$ cat src/rtl/core/lpfc_pkg.sv
// ----------------------------------------------------------------------------
// lpfc_pkg: shared types and constants for the LP feasibility checker
// Command and sense codes, the queued operation record and the tolerance
// comparison used by both the front and the back.
// ----------------------------------------------------------------------------
package lpfc_pkg;

  localparam int MAX_ROWS_DEF   = 1024;
  localparam int VALUE_BITS_DEF = 64;
  localparam int TOL_BITS       = 40;
  localparam int ROW_BITS       = 10;
  localparam int COUNT_BITS     = 32;
  localparam int QUEUE_DEPTH    = 2;

  localparam logic [TOL_BITS-1:0] TOL_RESET = 40'd4295;

  typedef enum logic [1:0] {
    CMD_VAR,
    CMD_NZ,
    CMD_ROW,
    CMD_FIN
  } cmd_t;

  typedef enum logic [1:0] {
    SENSE_LE,
    SENSE_GE,
    SENSE_EQ,
    SENSE_UNK
  } sense_t;

  typedef struct packed {
    cmd_t                kind;
    logic signed [63:0]  value;
    logic [ROW_BITS-1:0] row;
    logic                row_ok;
    sense_t              sense;
    logic [1:0]          found;
  } op_t;

  // true when a - b > tol, exact
  function automatic logic exceeds(logic signed [63:0] a, logic signed [63:0] b,
                                   logic [TOL_BITS-1:0] tol);
    logic [64:0] diff;
    diff = {a[63], a} - {b[63], b};
    return !diff[64] && (diff[63:0] > {24'b0, tol});
  endfunction

endpackage

$ cat src/rtl/core/lpfc_front.sv
// ----------------------------------------------------------------------------
// lpfc_front: item intake and classification
// Narrows values to the value width, checks variable bounds, flags row range
// and hands a decoded operation to the queue.
// ----------------------------------------------------------------------------
module lpfc_front #(
  parameter int MAX_ROWS   = lpfc_pkg::MAX_ROWS_DEF,
  parameter int VALUE_BITS = lpfc_pkg::VALUE_BITS_DEF
) (
  input  logic                                in_valid,
  output logic                                in_ready,
  input  logic [1:0]                          cmd,
  input  logic signed [63:0]                  value,
  input  logic signed [63:0]                  lower_bound,
  input  logic signed [63:0]                  upper_bound,
  input  logic                                lower_infinite,
  input  logic                                upper_infinite,
  input  logic [lpfc_pkg::ROW_BITS-1:0]       row,
  input  logic [1:0]                          sense,
  input  logic [lpfc_pkg::TOL_BITS-1:0]       tolerance,
  input  logic                                q_ready,
  output logic                                q_push,
  output lpfc_pkg::op_t                       q_op
);

  localparam int SH = 64 - VALUE_BITS;

  logic [63:0]        v_sh, lo_sh, hi_sh;
  logic signed [63:0] v, lo, hi;
  logic               lo_bad, hi_bad;
  lpfc_pkg::cmd_t     kind;

  // keep the low value bits as two's complement
  assign v_sh  = value << SH;
  assign lo_sh = lower_bound << SH;
  assign hi_sh = upper_bound << SH;
  assign v     = $signed(v_sh) >>> SH;
  assign lo    = $signed(lo_sh) >>> SH;
  assign hi    = $signed(hi_sh) >>> SH;

  assign kind   = lpfc_pkg::cmd_t'(cmd);
  assign lo_bad = !lower_infinite && lpfc_pkg::exceeds(lo, v, tolerance);
  assign hi_bad = !upper_infinite && lpfc_pkg::exceeds(v, hi, tolerance);

  assign in_ready = q_ready;
  assign q_push   = in_valid;

  always_comb begin
    q_op        = '0;
    q_op.kind   = kind;
    q_op.value  = v;
    q_op.row    = row;
    q_op.row_ok = (32'(row) < 32'(MAX_ROWS));
    q_op.sense  = lpfc_pkg::sense_t'(sense);
    q_op.found  = (kind == lpfc_pkg::CMD_VAR) ? ({1'b0, lo_bad} + {1'b0, hi_bad}) : 2'd0;
  end

endmodule

$ cat config.mk
export PLATFORM = sky130hd
export DESIGN_NAME = lpfc_front
export DESIGN_NICKNAME = d
export VERILOG_FILES = /design/src/rtl/core/lpfc_pkg.sv /design/src/rtl/core/lpfc_front.sv
export SDC_FILE = /design/constraint.sdc
export NUM_CORES = 1
export LEC_CHECK = 0
export ABC_AREA = 1
export BUFFER_PORTS_ARGS = -buffer_cell sky130_fd_sc_hd__buf_4
export CAP_MARGIN = 25
export CELL_PAD_IN_SITES_DETAIL_PLACEMENT = 1
export CELL_PAD_IN_SITES_GLOBAL_PLACEMENT = 1
export CORE_MARGIN = 2
export CORE_UTILIZATION = 35
export DETAILED_ROUTE_END_ITERATION = 16
export PLACE_DENSITY_LB_ADDON = 0.3
export SYNTH_ARGS = -nofsm -noshare
export SYNTH_HDL_FRONTEND = slang
export SYNTH_SLANG_ARGS = --single-unit
$ cat constraint.sdc
create_clock -name vclk -period 7.45
set_input_delay 1.1175 -clock vclk [all_inputs]
set_output_delay 1.1175 -clock vclk [all_outputs]
set_load 0.02 [all_outputs]
==> implementation parameters <==
Parameter                              Value

Critical path
  Family with the most delay on the worst path    simple AND/OR/NAND/NOR gates
  Classification of the worst setup path    in2out
  Slowest-stage cell, CP    sky130_fd_sc_hd__a31oi_1
  Endpoint arrival time on the critical path    5.36 ns
  Highest cell delay on the worst timing path    0.41 ns
  Worst Path Max Fanout    4
  Number of buffers and inverters on the critical path    5
  Most frequent cell on the critical path    sky130_fd_sc_hd__nand2_1
  Kind of end point of the critical path    primary output
  Worst setup SP type    input port
  Data required, critical path    around 6.3 ns

Global routing
  Final global-route overflow total    0
  Initial antenna violation count    1
  All-layer global routing usage    0.3304
  Largest net degree at the start of global routing    7
  First-pass GRT wire length    109400 um
  Number of global-route vias before repair    18790

Run
  Max cap viols    0

Pwr
  LEAKAGE    10.85 nW
  Overall Power    1.523 mW
  Total power divided by cell area    90.37 mW/mm^2
  Worst IR Drop VDD    about 0.038 mV

Floorplan
  Floorplan die width    a little over 200 um
  CORE AREA    0.04083 mm^2
  Effective utilization at floorplan    0.3552
  Die area    between 0.04 and 0.05 mm^2
  Std cell rows    74
  Vertical die dimension    between 200 and 250 um
  Num ports    333

Clock network
  Post-CTS setup buffer count    0
  Number of gates resized after CTS    0
  Number of buffers added to fix hold violations after cts    0

Final layout
  Clock buffers    0
  Seq Cell Count    0
  Fraction of the core area covered by cells at the end of the flow    0.4126
  Storage cell area    0 um^2
  Layout cells sized above 1    0.1307
  Post-synthesis to final-layout area growth    16.19%
  Final nets    3584
  Diodes inserted    0

Min path
  Endpoint of the worst hold path    in_ready
  Kind of path behind the tightest hold check    in2out
  Worst hold path stage count    0
  Startpoint of the lowest-slack hold path    q_ready

Yosys
  Number of nets produced by synthesis    3358
  Number of library cell types mapped by synthesis    43
  Area share of the leading cell type in the synthesized netlist    0.2777
  Cell types occupying the most area after synthesis    sky130_fd_sc_hd__nand2_1 28%, sky130_fd_sc_hd__ha_1 18%, sky130_fd_sc_hd__inv_1 18%
  Post-Synthesis Cell Area    between 0.01 and 0.015 mm^2
  Proportion of synthesized chip area in sequential cells    0
  Post-synth top area cell    sky130_fd_sc_hd__nand2_1
  Warning count from the yosys run    0
  Post-synthesis instance total    roughly 2900
  Mean instance size in the synthesized netlist    between 5 and 6 um^2

Placement
  Count of port buffers added during placement    304
  Post-placement setup slack    1.069 ns
  Final weighted congestion of routability-driven global placement    1.004
  Placed wire-length estimate after detailed placement    67860 um

Timing
  Number of pins exceeding their max-slew limit in the final report    0
  Transition time at the pin with the least slew margin    0.5598 ns
  Minimum hold slack    2.235 ns
  PnR worst setup slack    0.9693 ns
  Remaining max-slew budget at the tightest pin    0.6239
  Period Utilization, post-route    0.8699
  Hold violation total from the final report    0
  Post-route minimum period    between 6 and 7 ns
  Setup Total Neg Slack    0 ns
  Achievable Freq    154.3 MHz
  Count of final setup violators    0
  RSZ-0062 raised after global routing    no

Detailed routing
  Violation count after the first detailed-routing iteration    1008
  Sum of routed wire length over all layers    73410 um
  Number of antenna-violating nets in the routed design    0
  Routed via count    approximately 18000
  DRC errors left    0
  Wire length per cell after detailed routing    20.10 um
  Pre-antenna DRT Iters    5
  Number of vias per cell    4.996

Status
  Status    finished, final reports clean
## per-stage QoR
stage,cell area [um^2],instances
2_1_floorplan,14500,2897
3_3_place_gp,16850,3653
3_5_place_dp,16850,3653
4_1_cts,16850,3653
5_1_grt,16850,3653
6_report,16850,3653
## synth_stat cells (4+ instances only)
| library cell | count |
|---|---|
| sky130_fd_sc_hd__ha_1 | 209 |
| sky130_fd_sc_hd__nor3_1 | 23 |
| sky130_fd_sc_hd__buf_4 | 81 |
| sky130_fd_sc_hd__a31oi_1 | 6 |
| sky130_fd_sc_hd__and2_1 | 5 |
| sky130_fd_sc_hd__nand3_1 | 101 |
| sky130_fd_sc_hd__inv_2 | 17 |
| sky130_fd_sc_hd__a21oi_1 | 168 |
| sky130_fd_sc_hd__and3_1 | 6 |
| sky130_fd_sc_hd__nor4_1 | 4 |
| sky130_fd_sc_hd__nor2_4 | 7 |
| sky130_fd_sc_hd__xor2_1 | 66 |
| sky130_fd_sc_hd__nor2_2 | 33 |
| sky130_fd_sc_hd__nor3_2 | 4 |
| sky130_fd_sc_hd__o21bai_1 | 23 |
| sky130_fd_sc_hd__o21a_1 | 6 |
| sky130_fd_sc_hd__a21o_1 | 5 |
| sky130_fd_sc_hd__nand2_1 | 1073 |
| sky130_fd_sc_hd__nand2_2 | 27 |
| sky130_fd_sc_hd__o21ai_0 | 34 |
| sky130_fd_sc_hd__nand3b_1 | 13 |
| sky130_fd_sc_hd__xnor2_1 | 11 |
| sky130_fd_sc_hd__nand4_1 | 30 |
| sky130_fd_sc_hd__nand3_2 | 7 |
| sky130_fd_sc_hd__inv_1 | 678 |
| sky130_fd_sc_hd__nor2_1 | 236 |
## report_power, final
group | leakage, nW | internal, mW | switching (mW)
sequential | 0 | 0 | 0
combinational | 10.8 | 0.532 | 0.991
clock | 0 | 0 | 0
## cell families (layout without fill, tap and decap cells)
kind of cell               count (synthesis)  count (layout)  share of synthesized area
AOI/OAI and AO/OA                        253             253                    0.09586
xor gates and xnor gates                  77              77                    0.04651
adders and majority gates                211             211                     0.1831
buffers and inverters                    777            1001                     0.2221
other                                      1               1                  0.0002586
and+or+nand+nor                         1578            1578                     0.4522
## layout by cell type, fill, tap and decap left out, drive strengths merged, types with 6 or more instances in the layout
| master | instances |
|---|---|
| and3 | 6 |
| nand3b | 14 |
| nand2 | 1100 |
| o21bai | 24 |
| inv | 695 |
| nand3 | 108 |
| nand4 | 30 |
| buf | 305 |
| o21ai | 37 |
| o21a | 6 |
| a31oi | 6 |
| nor3 | 28 |
| nor2 | 276 |
| xnor2 | 11 |
| xor2 | 66 |
| and2 | 6 |
| ha | 209 |
| a21oi | 168 |
## layout make-up
cell class	count	area [um^2]
well taps	532	665.6
repair buffers	305	2290
fillers	6127	23980
multi-input cells	2120	11280
inverters	696	2613
## layer usage
| layer | GRT usage | share of wire |
|---|---|---|
| met5 | 0 | 0.00016 |
| met4 | 0.1589 | 0.057 |
| met2 | 0.5672 | 0.45 |
| met3 | 0.02209 | 0.044 |
| met1 | 0.4196 | 0.44 |
## worst max-delay path by stage
stage | startpoint | end | depth (start not counted)
2_1_floorplan | lower_bound[0] | q_op[0] | 25
3_3_place_gp | upper_bound[2] | q_op[0] | 31
3_5_place_dp | value[35] | q_op[0] | 25
4_1_cts | lower_bound[0] | q_op[0] | 27
5_1_grt | value[11] | q_op[0] | 27
6_report | value[19] | q_op[0] | 26
Power figures use the tool's default switching activity.
