`src/rtl/core/lpfc_pkg.sv`:
```
// ----------------------------------------------------------------------------
// lpfc_pkg: shared types and constants for the LP feasibility checker
// Command and sense codes, the queued operation record and the tolerance
// comparison used by both the front and the back.
// ----------------------------------------------------------------------------
package lpfc_pkg;

  localparam int MAX_ROWS_DEF   = 1024;
  localparam int VALUE_BITS_DEF = 64;
  localparam int TOL_BITS       = 40;
  localparam int ROW_BITS       = 10;
  localparam int COUNT_BITS     = 32;
  localparam int QUEUE_DEPTH    = 2;

  localparam logic [TOL_BITS-1:0] TOL_RESET = 40'd4295;

  typedef enum logic [1:0] {
    CMD_VAR,
    CMD_NZ,
    CMD_ROW,
    CMD_FIN
  } cmd_t;

  typedef enum logic [1:0] {
    SENSE_LE,
    SENSE_GE,
    SENSE_EQ,
    SENSE_UNK
  } sense_t;

  typedef struct packed {
    cmd_t                kind;
    logic signed [63:0]  value;
    logic [ROW_BITS-1:0] row;
    logic                row_ok;
    sense_t              sense;
    logic [1:0]          found;
  } op_t;

  // true when a - b > tol, exact
  function automatic logic exceeds(logic signed [63:0] a, logic signed [63:0] b,
                                   logic [TOL_BITS-1:0] tol);
    logic [64:0] diff;
    diff = {a[63], a} - {b[63], b};
    return !diff[64] && (diff[63:0] > {24'b0, tol});
  endfunction

endpackage

```
`src/rtl/core/lpfc_queue.sv`:
```
// ----------------------------------------------------------------------------
// lpfc_queue: short operation queue between front and back
// Register FIFO of decoded items; lets each side stall on its own.
// ----------------------------------------------------------------------------
module lpfc_queue (
  input  logic          clk,
  input  logic          rst,
  input  logic          push,
  input  lpfc_pkg::op_t push_op,
  output logic          push_ready,
  input  logic          pop,
  output logic          pop_valid,
  output lpfc_pkg::op_t pop_op
);

  localparam int DEPTH = lpfc_pkg::QUEUE_DEPTH;
  localparam int PW    = (DEPTH > 1) ? $clog2(DEPTH) : 1;
  localparam int CW    = $clog2(DEPTH + 1);

  lpfc_pkg::op_t entry [DEPTH];
  logic [PW-1:0] wptr;
  logic [PW-1:0] rptr;
  logic [CW-1:0] count;

  logic do_push;
  logic do_pop;

  assign push_ready = (count != CW'(DEPTH));
  assign pop_valid  = (count != '0);
  assign pop_op     = entry[rptr];
  assign do_push    = push && push_ready;
  assign do_pop     = pop && pop_valid;

  always_ff @(posedge clk) begin
    if (do_push) begin
      entry[wptr] <= push_op;
    end
    if (rst) begin
      wptr  <= '0;
      rptr  <= '0;
      count <= '0;
    end else begin
      if (do_push) begin
        wptr <= (wptr == PW'(DEPTH - 1)) ? '0 : wptr + 1'b1;
      end
      if (do_pop) begin
        rptr <= (rptr == PW'(DEPTH - 1)) ? '0 : rptr + 1'b1;
      end
      unique case ({do_push, do_pop})
        2'b10:   count <= count + 1'b1;
        2'b01:   count <= count - 1'b1;
        default: count <= count;
      endcase
    end
  end

  a_no_overflow: assert property (@(posedge clk) disable iff (rst)
    count <= CW'(DEPTH)) else $error("queue count beyond depth");

  a_pop_nonempty: assert property (@(posedge clk) disable iff (rst)
    (count == '0) |-> !pop_valid) else $error("pop valid on empty queue");

  a_count_step: assert property (@(posedge clk) disable iff (rst)
    (do_push && !do_pop) |=> (count == $past(count) + 1'b1))
    else $error("queue count did not advance on push");

endmodule

```
`config.mk`:
```
export PLATFORM = sky130hd
export DESIGN_NAME = lpfc_queue
export DESIGN_NICKNAME = d
export VERILOG_FILES = /design/src/rtl/core/lpfc_pkg.sv /design/src/rtl/core/lpfc_queue.sv
export SDC_FILE = /design/constraint.sdc
export NUM_CORES = 1
export LEC_CHECK = 0
export BUFFER_PORTS_ARGS = -buffer_cell sky130_fd_sc_hd__buf_2
export CAP_MARGIN = 20
export CORE_MARGIN = 2
export CORE_UTILIZATION = 45
export DETAILED_ROUTE_END_ITERATION = 8
export PLACE_DENSITY_LB_ADDON = 0.15
export SETUP_SLACK_MARGIN = 0.4
export SYNTH_ARGS = -nofsm -noshare
export SYNTH_HDL_FRONTEND = slang
export SYNTH_SLANG_ARGS = --single-unit
```
`constraint.sdc`:
```
create_clock -name clk -period 8.63 [get_ports clk]
set_input_delay 0 -clock clk [delete_from_list [all_inputs] [get_ports clk]]
set_output_delay 0 -clock clk [all_outputs]
set_load 0.03 [all_outputs]
```
==> key figures <==
Worst setup path
  – Top fanout value on the critical path: 44
  – Critical Path Sink Type: flip-flop
  – Worst-path cell chain: nand2b_1 > nand3b_1 > clkinv_2 > buf_4
  – Slowest stage cell, crit path: sky130_fd_sc_hd__buf_4
  – WP data arrival: 2360 ps
  – Largest delay share family, worst path: buffers and inverters
  – Category of the critical setup timing path: flip-flop to flip-flop
  – Max incr delay on CP: 630 ps
  – Required time of the worst setup path: 8670 ps
  – Startpoint Class: flip-flop
  – Worst path bufs/invs: 2

Floorplanning
  – Number of top-level pins: 168
  – Die outline height: 120 µm
  – Die width: 120 µm
  – # rows: 42
  – Placeable core region: 13200 µm²
  – Initial Utilization: 45.8%
  – Full die area: 14400 µm²

Cells and area
  – Final cell count without fillers: 728
  – Number of nets in the layout: 625
  – Fraction of final layout cells sized beyond drive strength 1: 51.8%
  – Area taken by flip-flops and latches: 4970 µm²
  – Final core area utilization: 65.2%
  – Layout overhead on the synthesized area: 42.3%
  – Number of diodes: 0
  – Filler cell count: 955
  – Total area of multi-input combinational cells: 1040 µm²

Worst hold path
  – Class of the tightest hold or removal check: input pin to flip-flop

STA
  – Worst setup margin: 6320 ps
  – Part of the cycle the worst path needs: 26.8%
  – Total of endpoints with negative setup slack in the final report: 0
  – Max-slew violation total from the final report: 0
  – Fmax: 0.432 GHz
  – Worst Tran Pin Value: 672 ps
  – Max-slew headroom: 55.2%
  – Final count of hold timing violations: 0
  – Time the worst path needs with I/O delays and setup: 2310 ps
  – Setup repair after global routing missed its margin: no
  – Clock tree skew after final layout: 6.04 ps
  – Sum of negative setup slack: 0 ps

Flow run
  – Maximum capacitance violations: 0

Logic synthesis
  – Number of distinct standard cells referenced by the synthesized netlist: 19
  – Count of synthesis-stage warnings from yosys: 0
  – Share of synthesized area occupied by flip-flops and latches: 82.1%
  – Cell Area, Synth: 6040 µm²
  – Post-synthesis sequential element count: 167
  – Syn Nets: 362
  – Post-synthesis average cell area: 21.9 µm²
  – Cells after Synth: 276

Routing
  – DRT iter0 DRCs: 171
  – Final routed wirelength across all metal layers: 10900 µm
  – Detailed-route wire length per cell: 15.0 µm
  – Total vias in the final route: 3371
  – Detailed-routed wire length on met2: 5600 µm
  – ANT nets after route: 0
  – Total routed wire length on the met1 layer: 4570 µm
  – Length of routed met3 wiring: 673 µm
  – DRC violations left: 0
  – Number of optimization iterations in the first detailed-route pass: 4
  – Top layer reached by signal wires: met4
  – Via density per instance: 4.63

GRT
  – Vias in the first global route: 3565
  – First-pass GRT wire length: 17000 µm
  – Combined global-route utilization of all metal layers: 15.7%
  – Initial antenna violation count: 0
  – Aggregate global routing overflow: 0
  – Maximum number of pins on one net before global-route repair: 82

Placed design
  – Count of input and output buffers: 167
  – Final estimated routing congestion in global placement: 0.687
  – Setup slack at placement: 6280 ps
  – Placed instance count: 612
  – Total half-perimeter wirelength after legalization and detailed placement: 6330 µm

Clock tree
  – Clock network latency to the later pin of the worst-skew pair: 410 ps
  – Post-CTS clock slew at the launch and capture registers of the worst setup and hold paths: 60 ps
  – Number of gates resized after cts: 0
  – Max Root-Sink Buffers: 2
  – CTS H-Tree Depth: 4
  – Number of clock sinks: 167
  – Inserted Clock Buffers: 17
  – Clock tree from TritonCTS: yes
  – Post-CTS setup repair buffer count: 0
  – Clock root buffer: sky130_fd_sc_hd__clkbuf_16

Power and ir drop
  – Overall power of the completed layout: 2.66 mW
  – Leak: 3.25 nW
  – Total power per unit cell area: 310 nW/µm²
  – Maximum ir drop on the vdd rail: 0.219 mV

Status
  – Run status: finished clean
## sequential cells by signal (all words and copies together) (netlist names), named ones only
| register | cells |
|---|---|
| rptr | 1 |
| wptr | 1 |
| entry | 162 |
| count | 2 |
## through the flow
| step | instance area [µm²] | hold WS [ps] |
|---|---|---|
| floorplan | 6040 | 69.1 |
| global placement | 7070 | 188 |
| detailed placement | 7100 | 191 |
| CTS | 8580 | 4.36 |
| global route | 8600 | 35.4 |
| finish | 8600 | 17.2 |
## cells in the final DEF, fill, tap and decap left out, types with 2 or more instances in the layout
cell type	Yosys	layout
sky130_fd_sc_hd__xnor2_1	2	2
sky130_fd_sc_hd__clkbuf_8	0	5
sky130_fd_sc_hd__clkbuf_16	0	17
sky130_fd_sc_hd__a21oi_1	2	2
sky130_fd_sc_hd__mux2_2	81	81
sky130_fd_sc_hd__bufinv_16	0	4
sky130_fd_sc_hd__clkbuf_1	0	2
sky130_fd_sc_hd__dfxtp_1	5	4
sky130_fd_sc_hd__dlygate4sd3_1	0	83
sky130_fd_sc_hd__buf_16	0	2
sky130_fd_sc_hd__edfxtp_1	162	162
sky130_fd_sc_hd__clkinv_2	0	4
sky130_fd_sc_hd__nor2_1	3	3
sky130_fd_sc_hd__buf_2	9	167
## layout make-up
type / instances / area share [%]
Inverter: 1 / 0.0582
Sequential cell: 167 / 57.8
Timing Repair Buffer: 253 / 20.1
Multi-Input combinational cell: 99 / 12.0
Clock inverter: 8 / 1.66
Tap cell: 176 / 2.56
Clock buffer: 24 / 5.83
## Yosys cell counts (all sizes together)
cell type  count  area [µm²]
edfxtp       162        4860
mux2          81         912
buf            9        45.0
dfxtp          5         100
nor2           3        11.3
a21oi          2        10.0
xnor2          2        17.5
a21bo          1        10.0
and3           1        6.26
ha             1        12.5
inv            1        3.75
nand2          1        3.75
nand2b         1        6.26
nand3b         1        7.51
o21a           1        7.51
o21ai          1        5.00
or2            1        6.26
or3            1        6.26
xor2           1        8.76
## cell families after synthesis
logic type | synth area share (%)
multiplexers | 15.1
buffers and inverters | 0.807
AND/OR/NAND/NOR | 0.787
adder cells (fa/ha/maj) | 0.207
XOR/XNOR | 0.435
flip-flops | 82.1
AO/OA/AOI/OAI | 0.538
## worst paths after layout
path	from	slack, ps	cells past startpoint	end
worst max-delay path	count[0]$_SDFFE_PP0P_	6320	4	entry[0][72]$_DFFE_PP_
worst max register to register	count[0]$_SDFFE_PP0P_	6320	4	entry[0][72]$_DFFE_PP_
worst min register to register	rptr$_SDFFE_PP0P_	520	2	flip-flop
worst min-delay path	pop	20	4	flip-flop
## tightest hold or removal path, cell delays in order
cell	delay, ps
sky130_fd_sc_hd__buf_2	80
sky130_fd_sc_hd__o21a_1	150
sky130_fd_sc_hd__xnor2_1	80
sky130_fd_sc_hd__nor2_1	70
## metal layers
layer / vias up / GRT usage [%]
met1: 1634 / 18.2
met3: 8 / 6.18
met2: 112 / 26.9
met5: - / 0
met4: 0 / 4.93
li1: 1617 / -
## power breakdown
group          leakage [nW]  total, mW  internal, mW  switching [mW]
clock network         0.316      0.796         0.522           0.275
registers              1.56       1.08          1.03          0.0514
logic                  1.38      0.790         0.297           0.492
## repair_timing
action | CTS | global route
hold endpoints to repair | 167 | 0
endpoints found under the setup margin | 0 | 0
hold buffers | 83 | 0
(Power assumes the default switching activity.)
